===== config.mk =====
export PLATFORM = sky130hd
export DESIGN_NAME = int64_to_radix_text_unit_flat
export DESIGN_NICKNAME = d
export VERILOG_FILES = /design/src/rtl/i2r_pkg.sv /design/src/rtl/i2r_if.sv /design/src/rtl/i2r_ram.sv /design/src/rtl/i2r_div.sv /design/src/rtl/int64_to_radix_text_unit.sv /design/src/flat_wrapper.sv
export SDC_FILE = /design/constraint.sdc
export NUM_CORES = 1
export LEC_CHECK = 0
export BUFFER_PORTS_ARGS = -buffer_cell sky130_fd_sc_hd__buf_2
export CAP_MARGIN = 20
export CORE_ASPECT_RATIO = 2
export CORE_MARGIN = 2
export CORE_UTILIZATION = 45
export DETAILED_ROUTE_END_ITERATION = 16
export PLACE_DENSITY = 0.63
export SETUP_SLACK_MARGIN = 0.02
export SLEW_MARGIN = 30
export SYNTH_ARGS = -nofsm -noshare
export SYNTH_HDL_FRONTEND = slang
export SYNTH_HIERARCHICAL = 1
export SYNTH_SLANG_ARGS = --single-unit

===== constraint.sdc =====
create_clock -name i_clk -period 32 [get_ports i_clk]
set_input_delay 1.6 -clock i_clk [delete_from_list [all_inputs] [get_ports i_clk]]
set_output_delay 1.6 -clock i_clk [all_outputs]
set_load 0.01 [all_outputs]

===== src/rtl/i2r_pkg.sv =====
// Shared types, constants and the digit alphabet for the radix text unit.
package i2r_pkg;

    localparam int IN_W            = 64;
    localparam int VALUE_WIDTH_DEF = 64;
    localparam int CHAR_W          = 7;
    localparam int BASE_W          = 7;
    localparam int DIGIT_W         = 6;
    localparam int DIGIT_DEPTH     = 64;
    localparam int DIGIT_AW        = 6;
    localparam int CNT_W           = 7;
    localparam int DATA_W          = 32;
    localparam int ADDR_W          = 3;
    localparam int REG_IDX_W       = ADDR_W - 2;

    localparam logic [BASE_W-1:0]    BASE_RESET     = 7'd10;
    localparam logic [BASE_W-1:0]    BASE_MIN       = 7'd2;
    localparam logic [BASE_W-1:0]    BASE_MAX       = 7'd64;
    localparam logic [REG_IDX_W-1:0] REG_BASE_RADIX = 1'b0;

    typedef enum logic [2:0] {
        S_IDLE,
        S_DIV,
        S_FETCH,
        S_LOAD,
        S_OUT
    } t_state;

    typedef struct packed {
        logic load;
        logic step;
    } t_div_ctrl;

    typedef struct packed {
        logic done;
        logic quot_zero;
    } t_div_stat;

    // 0-9, a-z, A-Z, '+', '/'
    function automatic logic [CHAR_W-1:0] digit_to_ascii(input logic [DIGIT_W-1:0] d);
        logic [CHAR_W-1:0] c;
        case (d) inside
            [6'd0:6'd9]:   c = CHAR_W'(d) + 7'd48;
            [6'd10:6'd35]: c = CHAR_W'(d) + 7'd87;
            [6'd36:6'd61]: c = CHAR_W'(d) + 7'd29;
            6'd62:         c = 7'd43;
            default:       c = 7'd47;
        endcase
        return c;
    endfunction

endpackage


===== src/rtl/i2r_if.sv =====
// Valid/ready channel interfaces for input values and output digits.
interface i2r_in_if
    import i2r_pkg::*;
();
    logic                   valid;
    logic                   ready;
    logic signed [IN_W-1:0] value;

    modport source (output valid, output value, input ready);
    modport sink   (input valid, input value, output ready);
endinterface

interface i2r_out_if
    import i2r_pkg::*;
();
    logic              valid;
    logic              ready;
    logic [CHAR_W-1:0] digit_char;
    logic              is_negative;
    logic              last;

    modport source (output valid, output digit_char, output is_negative, output last,
                    input ready);
    modport sink   (input valid, input digit_char, input is_negative, input last,
                    output ready);
endinterface


===== src/rtl/i2r_ram.sv =====
// Generic single-write, single-read RAM with registered read data.
module i2r_ram #(
    parameter int WIDTH = 8,
    parameter int DEPTH = 64
) (
    input  logic                     i_clk,
    input  logic                     i_we,
    input  logic [$clog2(DEPTH)-1:0] i_waddr,
    input  logic [WIDTH-1:0]         i_wdata,
    input  logic [$clog2(DEPTH)-1:0] i_raddr,
    output logic [WIDTH-1:0]         o_rdata
);

    logic [WIDTH-1:0] r_mem [DEPTH];
    logic [WIDTH-1:0] r_rdata;

    always_ff @(posedge i_clk) begin
        if (i_we) begin
            r_mem[i_waddr] <= i_wdata;
        end
        r_rdata <= r_mem[i_raddr];
    end

    assign o_rdata = r_rdata;

endmodule


===== src/rtl/i2r_div.sv =====
// Shared divide step: magnitude by small base, eight quotient bits per cycle while i_ctrl.step is high.
module i2r_div
    import i2r_pkg::*;
#(
    parameter int VALUE_WIDTH = VALUE_WIDTH_DEF
) (
    input  logic                   i_clk,
    input  logic                   i_rst_n,
    input  t_div_ctrl              i_ctrl,
    input  logic [VALUE_WIDTH-1:0] i_mag,
    input  logic [BASE_W-1:0]      i_base,
    output logic [DIGIT_W-1:0]     o_rem,
    output t_div_stat              o_stat
);

    localparam int CHUNKS = (VALUE_WIDTH + 7) / 8;
    localparam int PAD_W  = CHUNKS * 8;
    localparam int CH_W   = (CHUNKS > 1) ? $clog2(CHUNKS) : 1;
    localparam logic [CH_W-1:0] CH_LAST = CH_W'(CHUNKS - 1);

    logic [PAD_W-1:0]   r_quot;
    logic [DIGIT_W-1:0] r_rem;
    logic [CH_W-1:0]    r_chunk;
    logic               r_done;

    logic [PAD_W-1:0]   n_quot;
    logic [DIGIT_W-1:0] n_rem;
    logic [BASE_W-1:0]  t_part;

    // remainder restarts from zero at the top of each digit
    always_comb begin
        n_quot = r_quot;
        n_rem  = (r_chunk == '0) ? '0 : r_rem;
        t_part = '0;
        for (int j = 0; j < 8; j++) begin
            t_part = {n_rem, n_quot[PAD_W-1]};
            n_quot = {n_quot[PAD_W-2:0], 1'b0};
            if (t_part >= i_base) begin
                t_part    = t_part - i_base;
                n_quot[0] = 1'b1;
            end
            n_rem = t_part[DIGIT_W-1:0];
        end
    end

    always_ff @(posedge i_clk) begin
        if (!i_rst_n) begin
            r_chunk <= '0;
            r_done  <= 1'b0;
        end else if (i_ctrl.load) begin
            r_chunk <= '0;
            r_done  <= 1'b0;
        end else if (i_ctrl.step) begin
            r_chunk <= (r_chunk == CH_LAST) ? '0 : r_chunk + 1'b1;
            r_done  <= (r_chunk == CH_LAST);
        end else begin
            r_done  <= 1'b0;
        end
    end

    always_ff @(posedge i_clk) begin
        if (i_ctrl.load) begin
            r_quot <= PAD_W'(i_mag);
        end else if (i_ctrl.step) begin
            r_quot <= n_quot;
            r_rem  <= n_rem;
        end
    end

    assign o_rem            = r_rem;
    assign o_stat.done      = r_done;
    assign o_stat.quot_zero = (r_quot == '0);

endmodule


===== src/rtl/int64_to_radix_text_unit.sv =====
// Radix text unit: signed integer in, one ASCII digit per output transfer.
//
// Input channel i_in carries one two's complement value per transfer; only
// its low VALUE_WIDTH bits count. Output channel o_out returns the digits
// most significant first, each with is_negative, and last on the final one.
// The APB port holds base_radix at address 0 (reset 10); 0 and 1 act as 2,
// values above 64 act as 64. Write it only between conversions.
// i_in.ready is high only while no conversion is in progress.
// Each digit is worked out by the shared divide step, which retires eight
// quotient bits per cycle; then each digit leaves by RAM read, load and
// transfer, in that order.
// A stalled receiver holds the current digit steady; no new value is taken
// until the last digit has been transferred.
// Synchronous reset returns to idle with base 10; the digit RAM is not
// cleared, every entry read is written earlier in the same conversion.
module int64_to_radix_text_unit
    import i2r_pkg::*;
#(
    parameter int VALUE_WIDTH = VALUE_WIDTH_DEF
) (
    input  logic              i_clk,
    input  logic              i_rst_n,
    i2r_in_if.sink            i_in,
    i2r_out_if.source         o_out,
    input  logic              psel,
    input  logic              penable,
    input  logic              pwrite,
    input  logic [ADDR_W-1:0] paddr,
    input  logic [DATA_W-1:0] pwdata,
    output logic [DATA_W-1:0] prdata,
    output logic              pready
);

    t_state r_state, n_state;

    logic [BASE_W-1:0]   r_base_cfg;
    logic [BASE_W-1:0]   r_base, n_base;
    logic [CNT_W-1:0]    r_count, n_count;
    logic [DIGIT_AW-1:0] r_idx, n_idx;
    logic                r_neg, n_neg;
    logic [CHAR_W-1:0]   r_char, n_char;
    logic                r_last, n_last;

    logic [VALUE_WIDTH-1:0] raw;
    logic [VALUE_WIDTH-1:0] mag;
    logic [BASE_W-1:0]      base_eff;
    logic                   in_xfer;
    logic                   out_xfer;

    t_div_ctrl          div_ctrl;
    t_div_stat          div_stat;
    logic [DIGIT_W-1:0] div_rem;

    logic                ram_we;
    logic [DIGIT_W-1:0]  ram_rdata;

    assign pready = 1'b1;
    assign prdata = (paddr[ADDR_W-1:2] == REG_BASE_RADIX) ? DATA_W'(r_base_cfg) : '0;

    always_ff @(posedge i_clk) begin
        if (!i_rst_n) begin
            r_base_cfg <= BASE_RESET;
        end else if (psel && penable && pwrite && pready
                     && paddr[ADDR_W-1:2] == REG_BASE_RADIX) begin
            r_base_cfg <= pwdata[BASE_W-1:0];
        end
    end

    assign raw = i_in.value[VALUE_WIDTH-1:0];
    assign mag = raw[VALUE_WIDTH-1] ? (~raw + 1'b1) : raw;

    always_comb begin
        if (r_base_cfg < BASE_MIN) begin
            base_eff = BASE_MIN;
        end else if (r_base_cfg > BASE_MAX) begin
            base_eff = BASE_MAX;
        end else begin
            base_eff = r_base_cfg;
        end
    end

    assign i_in.ready  = (r_state == S_IDLE);
    assign in_xfer     = i_in.valid && i_in.ready;
    assign o_out.valid = (r_state == S_OUT);
    assign out_xfer    = o_out.valid && o_out.ready;

    assign o_out.digit_char  = r_char;
    assign o_out.is_negative = r_neg;
    assign o_out.last        = r_last;

    i2r_div #(
        .VALUE_WIDTH (VALUE_WIDTH)
    ) u_div (
        .i_clk   (i_clk),
        .i_rst_n (i_rst_n),
        .i_ctrl  (div_ctrl),
        .i_mag   (mag),
        .i_base  (r_base),
        .o_rem   (div_rem),
        .o_stat  (div_stat)
    );

    i2r_ram #(
        .WIDTH (DIGIT_W),
        .DEPTH (DIGIT_DEPTH)
    ) u_ram (
        .i_clk   (i_clk),
        .i_we    (ram_we),
        .i_waddr (r_count[DIGIT_AW-1:0]),
        .i_wdata (div_rem),
        .i_raddr (r_idx),
        .o_rdata (ram_rdata)
    );

    always_comb begin
        n_state       = r_state;
        n_base        = r_base;
        n_count       = r_count;
        n_idx         = r_idx;
        n_neg         = r_neg;
        n_char        = r_char;
        n_last        = r_last;
        ram_we        = 1'b0;
        div_ctrl.load = 1'b0;
        div_ctrl.step = 1'b0;
        case (r_state)
            S_IDLE: begin
                if (in_xfer) begin
                    div_ctrl.load = 1'b1;
                    n_neg         = raw[VALUE_WIDTH-1];
                    n_base        = base_eff;
                    n_count       = '0;
                    n_state       = S_DIV;
                end
            end
            S_DIV: begin
                if (div_stat.done) begin
                    ram_we  = 1'b1;
                    n_count = r_count + 1'b1;
                    if (div_stat.quot_zero || r_count == CNT_W'(DIGIT_DEPTH - 1)) begin
                        n_idx   = r_count[DIGIT_AW-1:0];
                        n_state = S_FETCH;
                    end else begin
                        div_ctrl.step = 1'b1;
                    end
                end else begin
                    div_ctrl.step = 1'b1;
                end
            end
            S_FETCH: begin
                n_state = S_LOAD;
            end
            S_LOAD: begin
                n_char  = digit_to_ascii(ram_rdata);
                n_last  = (r_idx == '0);
                n_state = S_OUT;
            end
            S_OUT: begin
                if (out_xfer) begin
                    if (r_last) begin
                        n_state = S_IDLE;
                    end else begin
                        n_idx   = r_idx - 1'b1;
                        n_state = S_FETCH;
                    end
                end
            end
            default: begin
                n_state = S_IDLE;
            end
        endcase
    end

    always_ff @(posedge i_clk) begin
        if (!i_rst_n) begin
            r_state <= S_IDLE;
        end else begin
            r_state <= n_state;
        end
    end

    always_ff @(posedge i_clk) begin
        if (!i_rst_n) begin
            r_count <= '0;
        end else begin
            r_count <= n_count;
        end
    end

    always_ff @(posedge i_clk) begin
        r_base <= n_base;
        r_idx  <= n_idx;
        r_neg  <= n_neg;
        r_char <= n_char;
        r_last <= n_last;
    end

    a_no_overlap: assert property (@(posedge i_clk) disable iff (!i_rst_n)
        !(i_in.ready && o_out.valid))
        else $error("input ready while a digit is pending");

    a_count_bound: assert property (@(posedge i_clk) disable iff (!i_rst_n)
        r_count <= CNT_W'(DIGIT_DEPTH))
        else $error("digit count beyond store depth");

    a_div_finish: assert property (@(posedge i_clk) disable iff (!i_rst_n)
        (r_state == S_DIV && div_stat.done && div_stat.quot_zero) |=> r_state == S_FETCH)
        else $error("conversion did not stop at zero quotient");

    a_last_idle: assert property (@(posedge i_clk) disable iff (!i_rst_n)
        (out_xfer && o_out.last) |=> (r_state == S_IDLE && i_in.ready))
        else $error("no return to idle after last digit");

    a_last_first_digit: assert property (@(posedge i_clk) disable iff (!i_rst_n)
        (r_state == S_LOAD) |=> (r_last == (r_idx == '0)))
        else $error("last flag not tied to first store entry");

endmodule

===== src/flat_wrapper.sv =====
// flat-port wrapper written by rule: the top's interface ports become plain ports
module int64_to_radix_text_unit_flat import i2r_pkg::*;
#(
    parameter int VALUE_WIDTH = VALUE_WIDTH_DEF
)
  (i_clk, i_rst_n, psel, penable, pwrite, paddr, pwdata, prdata, pready, i_in_valid, i_in_value, i_in_ready, o_out_valid, o_out_digit_char, o_out_is_negative, o_out_last, o_out_ready);
  i2r_in_if i_in_i ();
  i2r_out_if o_out_i ();
  input  logic i_clk;
  input  logic i_rst_n;
  input  logic psel;
  input  logic penable;
  input  logic pwrite;
  input  logic [ADDR_W-1:0] paddr;
  input  logic [DATA_W-1:0] pwdata;
  output logic [DATA_W-1:0] prdata;
  output logic pready;
  input wire logic [$bits(i_in_i.valid)-1:0] i_in_valid;
  input wire logic [$bits(i_in_i.value)-1:0] i_in_value;
  output wire logic [$bits(i_in_i.ready)-1:0] i_in_ready;
  output wire logic [$bits(o_out_i.valid)-1:0] o_out_valid;
  output wire logic [$bits(o_out_i.digit_char)-1:0] o_out_digit_char;
  output wire logic [$bits(o_out_i.is_negative)-1:0] o_out_is_negative;
  output wire logic [$bits(o_out_i.last)-1:0] o_out_last;
  input wire logic [$bits(o_out_i.ready)-1:0] o_out_ready;
  assign i_in_i.valid = i_in_valid;
  assign i_in_i.value = i_in_value;
  assign i_in_ready = i_in_i.ready;
  assign o_out_valid = o_out_i.valid;
  assign o_out_digit_char = o_out_i.digit_char;
  assign o_out_is_negative = o_out_i.is_negative;
  assign o_out_last = o_out_i.last;
  assign o_out_i.ready = o_out_ready;
  int64_to_radix_text_unit #(.VALUE_WIDTH(VALUE_WIDTH)) u_core (.i_clk(i_clk), .i_rst_n(i_rst_n), .i_in(i_in_i), .o_out(o_out_i), .psel(psel), .penable(penable), .pwrite(pwrite), .paddr(paddr), .pwdata(pwdata), .prdata(prdata), .pready(pready));
endmodule

==> key figures, run 1 <==
Clock network
  • CTS buffer count: 45
  • H-tree levels: 2
  • Clk slew on worst S/H paths: 0.06 ns
  • Post-CTS setup buffers: 0
  • CTS root buf: clkbuf_16
  • CTS tree: done
  • # resized after CTS: 0
  • Cts hold-fix bufs: 0
  • Worst skew pair latency: 0.57 ns
  • CTS max path bufs: 3
  • Clock sinks: 503

Floorplan
  • Die height: 339 um
  • Core region area: 55900 um2
  • IO Pins: 150
  • Initial Util: 45.3%
  • Area of the die: 58200 um2
  • Site Rows: 123
  • Die Wd: 172 um

Logic synthesis
  • Cells after synthesis: 1761
  • Post-synthesis cell type count: 99
  • Mean Syn Cell Area: 14.4 um2
  • #FFs+latches synth: 503
  • Top-count cell post-synth: edfxtp_1
  • Post-synthesis cell area: 25300 um2
  • Async SR Flop Fraction: 0%
  • Primary FF master, synth: edfxtp_1
  • Largest cells by area after synthesis: edfxtp_1 57%, mux4_2 7.7%, mux2_2 3.6%, ha_1 3.4%, xnor2_1 3.1%
  • Synth top cells by count: 476 x edfxtp_1, 124 x nor2_1, 89 x xnor2_1
  • Post-synth top area share: 56.5%
  • Register area share after synthesis: 58.6%
  • Synthesis Warnings: 6
  • Post-synth EDFFs: 476
  • Top cell type by total area after synthesis: edfxtp_1

Place
  • Placed cell area: 26300 um2
  • Post-DP HPWL: 37.1 mm
  • GPL Wtd Cong: 0.837
  • PortBufs: 96

Pwr
  • Power Density: 114 nW/um2
  • Max rail drop VDD: 0.186 mV
  • Leak pwr: 0.00936 uW

STA
  • Fmax: 58.9 MHz
  • RSZ-0062 raised after global routing: no
  • Final Setup Violations: 0
  • Setup TNS: 0 ns
  • Skew final: 0.0227 ns
  • Hold Vio Cnt, Final: 0
  • Slew Limit Fails: 0
  • Min Tclk post-route: 16.97 ns
  • Worst hold slack: 0.524 ns
  • Slew at the pin closest to its max-slew limit: 0.909 ns
  • Crit share post-route: 53.0%
  • Relative slew slack: 37.8%

Global routing
  • Grt ovf: 0
  • Met3 usage: 2.81%
  • Met2 usage: 31.8%
  • Vias in the first global route: 14700
  • Global-route wire length before repair: 87.8 mm
  • All-layer global routing usage: 19.8%
  • Grt met1 use: 28.0%
  • Most Crowded Layer GR: met2
  • Largest net degree at the start of global routing: 78
  • Initial antenna violation count: 1

Finish
  • Final net count: 2030
  • # fillers: 4780
  • Area growth syn-to-layout: 9.76%
  • Share of cells above drive strength 1: 21.7%
  • Final instance area: 27800 um2

Setup path
  • Startpoint types: flop
  • Required time of the critical path: 32.31 ns
  • CP max FO: 16
  • Worst Setup End Kind: flop
  • Worst Setup Path Type: flop to flop
  • Critical Path AT: 17.28 ns
  • Worst path slowest cell: a2111oi_1
  • CP peak stage delay: 0.65 ns

Run status
  • Status: complete, no violations

Routing
  • DRC violations left: 0
  • Drt wl/cell: 21.8 um
  • DR vias: 15200
  • Antenna Violating Nets Remaining: 0
  • First drt pass iteration count: 5
  • Routed wire length: 57.5 mm
  • DRT iter0 DRCs: 1344
  • Vias per cell: 5.77

Flow run
  • Max-Cap Viols: 0

Worst hold path
  • Worst Hold Class: flop to flop
==> cell usage in the layout (no fill, tap or decap), types with 21 or more instances in the layout <==
cell type | synthesis | routed
nor2b_1 | 41 | 41
o31ai_1 | 27 | 27
dfxtp_1 | 27 | 27
buf_2 | 15 | 95
nand2_1 | 69 | 69
nand3_1 | 23 | 23
conb_1 | 2 | 26
ha_1 | 68 | 68
o21ai_0 | 55 | 55
mux2i_1 | 30 | 30
a21oi_1 | 58 | 58
nor3_1 | 23 | 21
mux4_2 | 87 | 87
clkbuf_16 | 0 | 46
edfxtp_1 | 476 | 476
nor2_1 | 124 | 124
xnor2_1 | 89 | 89
mux2_2 | 80 | 80
nor4_1 | 22 | 22
inv_1 | 57 | 57
==> worst paths after layout <==
kind	start	endpoint	slack (ns)	cells past startpoint
worst max register to register	u_core/r_base[0]	u_core/u_div/o_rem[1]	15.03	59
worst max-delay path	u_core/r_base[0]	u_core/u_div/o_rem[1]	15.03	59
worst min register to register	u_core/r_base_cfg[1]	u_core/r_base_cfg[1]	0.52	2
worst min-delay path	u_core/r_base_cfg[1]	u_core/r_base_cfg[1]	0.52	2
==> layout make-up <==
cell class | instances | area [um2] | area share (%)
multi-input combinational | 1126 | 9730 | 35.1
antenna | 2 | 5.00 | 0.0180
clock inverter | 27 | 230 | 0.829
tap | 750 | 938 | 3.38
clock buffer | 54 | 1180 | 4.25
sequential | 503 | 14800 | 53.4
timing repair buffer | 114 | 622 | 2.24
inverter | 59 | 221 | 0.798
==> critical path: cells and delay by family, from the launching register on <==
kind / cells / cell delay (ns)
flip-flops: 1 / 0.61
AND/OR/NAND/NOR: 12 / 2.74
multiplexers: 2 / 0.80
adder cells (fa/ha/maj): 8 / 2.80
AO/OA/AOI/OAI: 33 / 9.31
buffers and inverters: 4 / 0.43
==> sequential cells by signal, summed over array words and instances, names as in the netlist <==
| register | cells |
|---|---|
| u_core/o_out.digit_char | 7 |
| u_core/o_out.is_negative | 1 |
| u_core/o_out.last | 1 |
| u_core/r_base | 7 |
| u_core/r_base_cfg | 7 |
| u_core/r_count | 7 |
| u_core/r_idx | 6 |
| u_core/r_state | 3 |
| u_core/u_div/o_rem | 6 |
| u_core/u_div/r_chunk | 3 |
| u_core/u_div/r_done | 1 |
| u_core/u_div/r_quot | 64 |
| u_core/u_ram/o_rdata | 6 |
| u_core/u_ram/r_mem | 384 |
==> metal layers <==
| metal | routed length [um] | vias to the layer above |
|---|---|---|
| met3 | 3090 | 79 |
| li1 | - | 7035 |
| met2 | 27700 | 445 |
| met5 | 0 | - |
| met1 | 25000 | 7646 |
| met4 | 1630 | 0 |
==> power by group <==
group          leakage, uW  internal (uW)  switching, uW
clock             0.000681            283            241
sequential         0.00456            897           27.5
combinational      0.00412            745            960
==> kinds of logic after synthesis <==
kind of cell	after synthesis	share of synthesized area, %
AO/OA/AOI/OAI	299	8.35
XOR/XNOR	101	3.53
adder cells (fa/ha/maj)	78	4.04
buffers and inverters	156	3.32
flip-flops	503	58.6
multiplexers	203	13.1
other	2	0.0297
AND/OR/NAND/NOR	419	8.97
==> metrics by stage <==
stage	power, uW	util [%]	worst slack [ns]	std cells
2_1_floorplan	2270	-	17.78	1785
3_3_place_gp	2620	47.1	15.40	2552
3_5_place_dp	2630	47.2	15.20	2552
4_1_cts	3170	49.7	15.14	2633
5_1_grt	3410	49.7	13.70	2634
6_report	3150	49.7	15.03	2635
Note: power is estimated with default switching activity, not from simulation.
==> run 2, diff against run 1 <==
- PLACE_DENSITY: 0.63 -> 0.65
- clock period: 32 -> 15.1 ns (I/O delays scaled with it)
==> run 2 against run 1 <==
  * Final cell count grew 0.95%
  * Largest cell class unchanged
  * Sequential power grew 110%
  * Clock power increased by 140%
  * Maximum frequency increased by 21%
  * Highest routed layer unchanged
  * Final area up 1.7%
  * Global-route usage shrank 0.22 points
==> key figures, run 2 (synthesized netlist as in run 1, its figures left out) <==
Routing
  • DRC violations left: 0
  • Routed wire length: 56.6 mm
  • Vias per cell: 5.73
  • First drt pass iteration count: 7
  • DR vias: 15300
  • Drt wl/cell: 21.3 um
  • DRT iter0 DRCs: 1245
  • Antenna Violating Nets Remaining: 0

Run status
  • Status: complete, no violations

Finish
  • Max FFs per register: 384
  • # fillers: 4761
  • ANT cells: 0
  • Area growth syn-to-layout: 11.6%
  • Most frequent cells in the layout: 476 x edfxtp_1, 123 x nor2_1, 95 x buf_2
  • Final net count: 2054
  • Final Non-Filler Cells: 2660
  • Share of cells above drive strength 1: 23.4%
  • Top reg by flops: u_core/u_ram/r_mem
  • Regs by FF count: u_core/u_ram/r_mem x384, u_core/u_div/r_quot x64
  • Commonest non-fill, non-tap cell in the layout: edfxtp_1
  • Finished Core Util: 50.6%

Clock network
  • CTS tree: done
  • Clock sinks: 503
  • Worst skew pair latency: 0.57 ns
  • CTS buffer count: 46
  • H-tree levels: 2
  • Clk slew on worst S/H paths: 0.07 ns
  • CTS root buf: clkbuf_16
  • CTS max path bufs: 3

Setup path
  • Worst Setup Path Type: flop to flop
  • Worst Setup End Kind: flop
  • Critical Path Source: u_core/u_div/r_chunk[0]
  • R2R Path Start: u_core/u_div/r_chunk[0]
  • CP peak stage delay: 0.52 ns
  • Required time of the critical path: 15.42 ns
  • Worst path slowest cell: or4b_4
  • CP dominant cell by count: ha_1
  • Critical Path AT: 14.37 ns
  • CP max FO: 12
  • Startpoint types: flop

STA
  • RSZ-0062 raised after global routing: no
  • Setup TNS: 0 ns
  • Slew at the pin closest to its max-slew limit: 0.831 ns
  • Min Tclk post-route: 14.04 ns
  • Final Setup Violations: 0
  • Hold Vio Cnt, Final: 0
  • Relative slew slack: 44.6%
  • Skew final: 0.0177 ns
  • Slew Limit Fails: 0
  • Crit share post-route: 93.0%
  • Fmax: 71.2 MHz

Global routing
  • Grt ovf: 0
  • Initial antenna violation count: 0
  • Vias in the first global route: 15200
  • Largest net degree at the start of global routing: 78
  • Global-route wire length before repair: 87.7 mm
  • All-layer global routing usage: 19.6%

Floorplan
  • Initial Util: 45.3%
  • Die Wd: 172 um
  • Site Rows: 123
  • Die height: 339 um
  • IO Pins: 150
  • Core region area: 55900 um2
  • Area of the die: 58200 um2

Pwr
  • Leak pwr: 0.00958 uW
  • Max rail drop VDD: 0.468 mV
  • Power Density: 255 nW/um2
  • Pwr Total: 7200 uW

Place
  • GPL Wtd Cong: 0.844
  • Cell total after placement: 2573
  • PortBufs: 96
  • Post-DP HPWL: 37.2 mm

Worst hold path
  • Hold Startpoint: pwdata[1]
  • Worst Hold Class: primary input to flop

Flow run
  • Max-Cap Viols: 0
-- run 2: changes by cell type in the layout (fill, tap and decap cells not counted), sizes merged --
cell      before  now
clkinv        17   10
clkbuf        54   58
buf          114  137
bufinv         2    8
diode          2    0
clkinvlp       5    3
inv           62   65
-- run 2: metrics by stage --
stage,worst slack (ns),hold WS (ns),area [um2]
after floorplan,0.879,0.468,25400
after CTS,0.432,0.371,28100
after global placement,0.794,0.496,26500
final,1.06,0.392,28200
after global routing,0.0724,0.394,28200
after detailed placement,0.519,0.500,26500
-- run 2: final timing paths --
check	to	slack, ns	depth (start not counted)
worst max-delay path	u_core/u_div/o_rem[3]	1.06	64
worst min register to register	u_core/r_base_cfg[1]	0.52	2
worst max register to register	u_core/u_div/o_rem[3]	1.06	64
worst min-delay path	u_core/r_base_cfg[1]	0.39	3
-- run 2: area by class of cell --
cell class	instances	area [um2]	share of cell area, %
clock inverters	27	383	1.36
multi-input cells	1126	9810	34.8
well taps	750	938	3.32
flip-flops and latches	503	14800	52.5
clock buffers	58	1250	4.42
inverters	59	221	0.784
repair buffers	137	802	2.84
-- run 2: per-layer routing --
metal | global-route usage, % | wire, um | vias up | share of wire, %
met5 | 0 | 0 | - | 0
met4 | 6.39 | 1660 | 0 | 2.9
met3 | 2.55 | 2960 | 98 | 5.2
met2 | 32.3 | 27900 | 473 | 49
met1 | 26.9 | 24200 | 7616 | 43
li1 | - | - | 7068 | -
-- run 2: critical path, delay by kind of cell (launching register included) --
family	cells	cell delay, ns
flip-flops	1	0.34
adder cells (fa/ha/maj)	9	2.65
XOR/XNOR	1	0.19
buffers and inverters	8	1.22
multiplexers	1	0.20
AO/OA/AOI/OAI	32	6.83
AND/OR/NAND/NOR	13	2.30
-- run 2: what timing repair did --
item	CTS	global route
hold buffers	0	0
setup buffers	0	2
setup endpoints to repair	0	7
gates resized for setup	0	17
-- run 2: report_power, final --
part	internal, uW	switching, uW	leakage (uW)	total (uW)
clock	732	520	0.000791	1250
combinational	1830	2160	0.00423	3980
sequential	1900	67.2	0.00456	1970
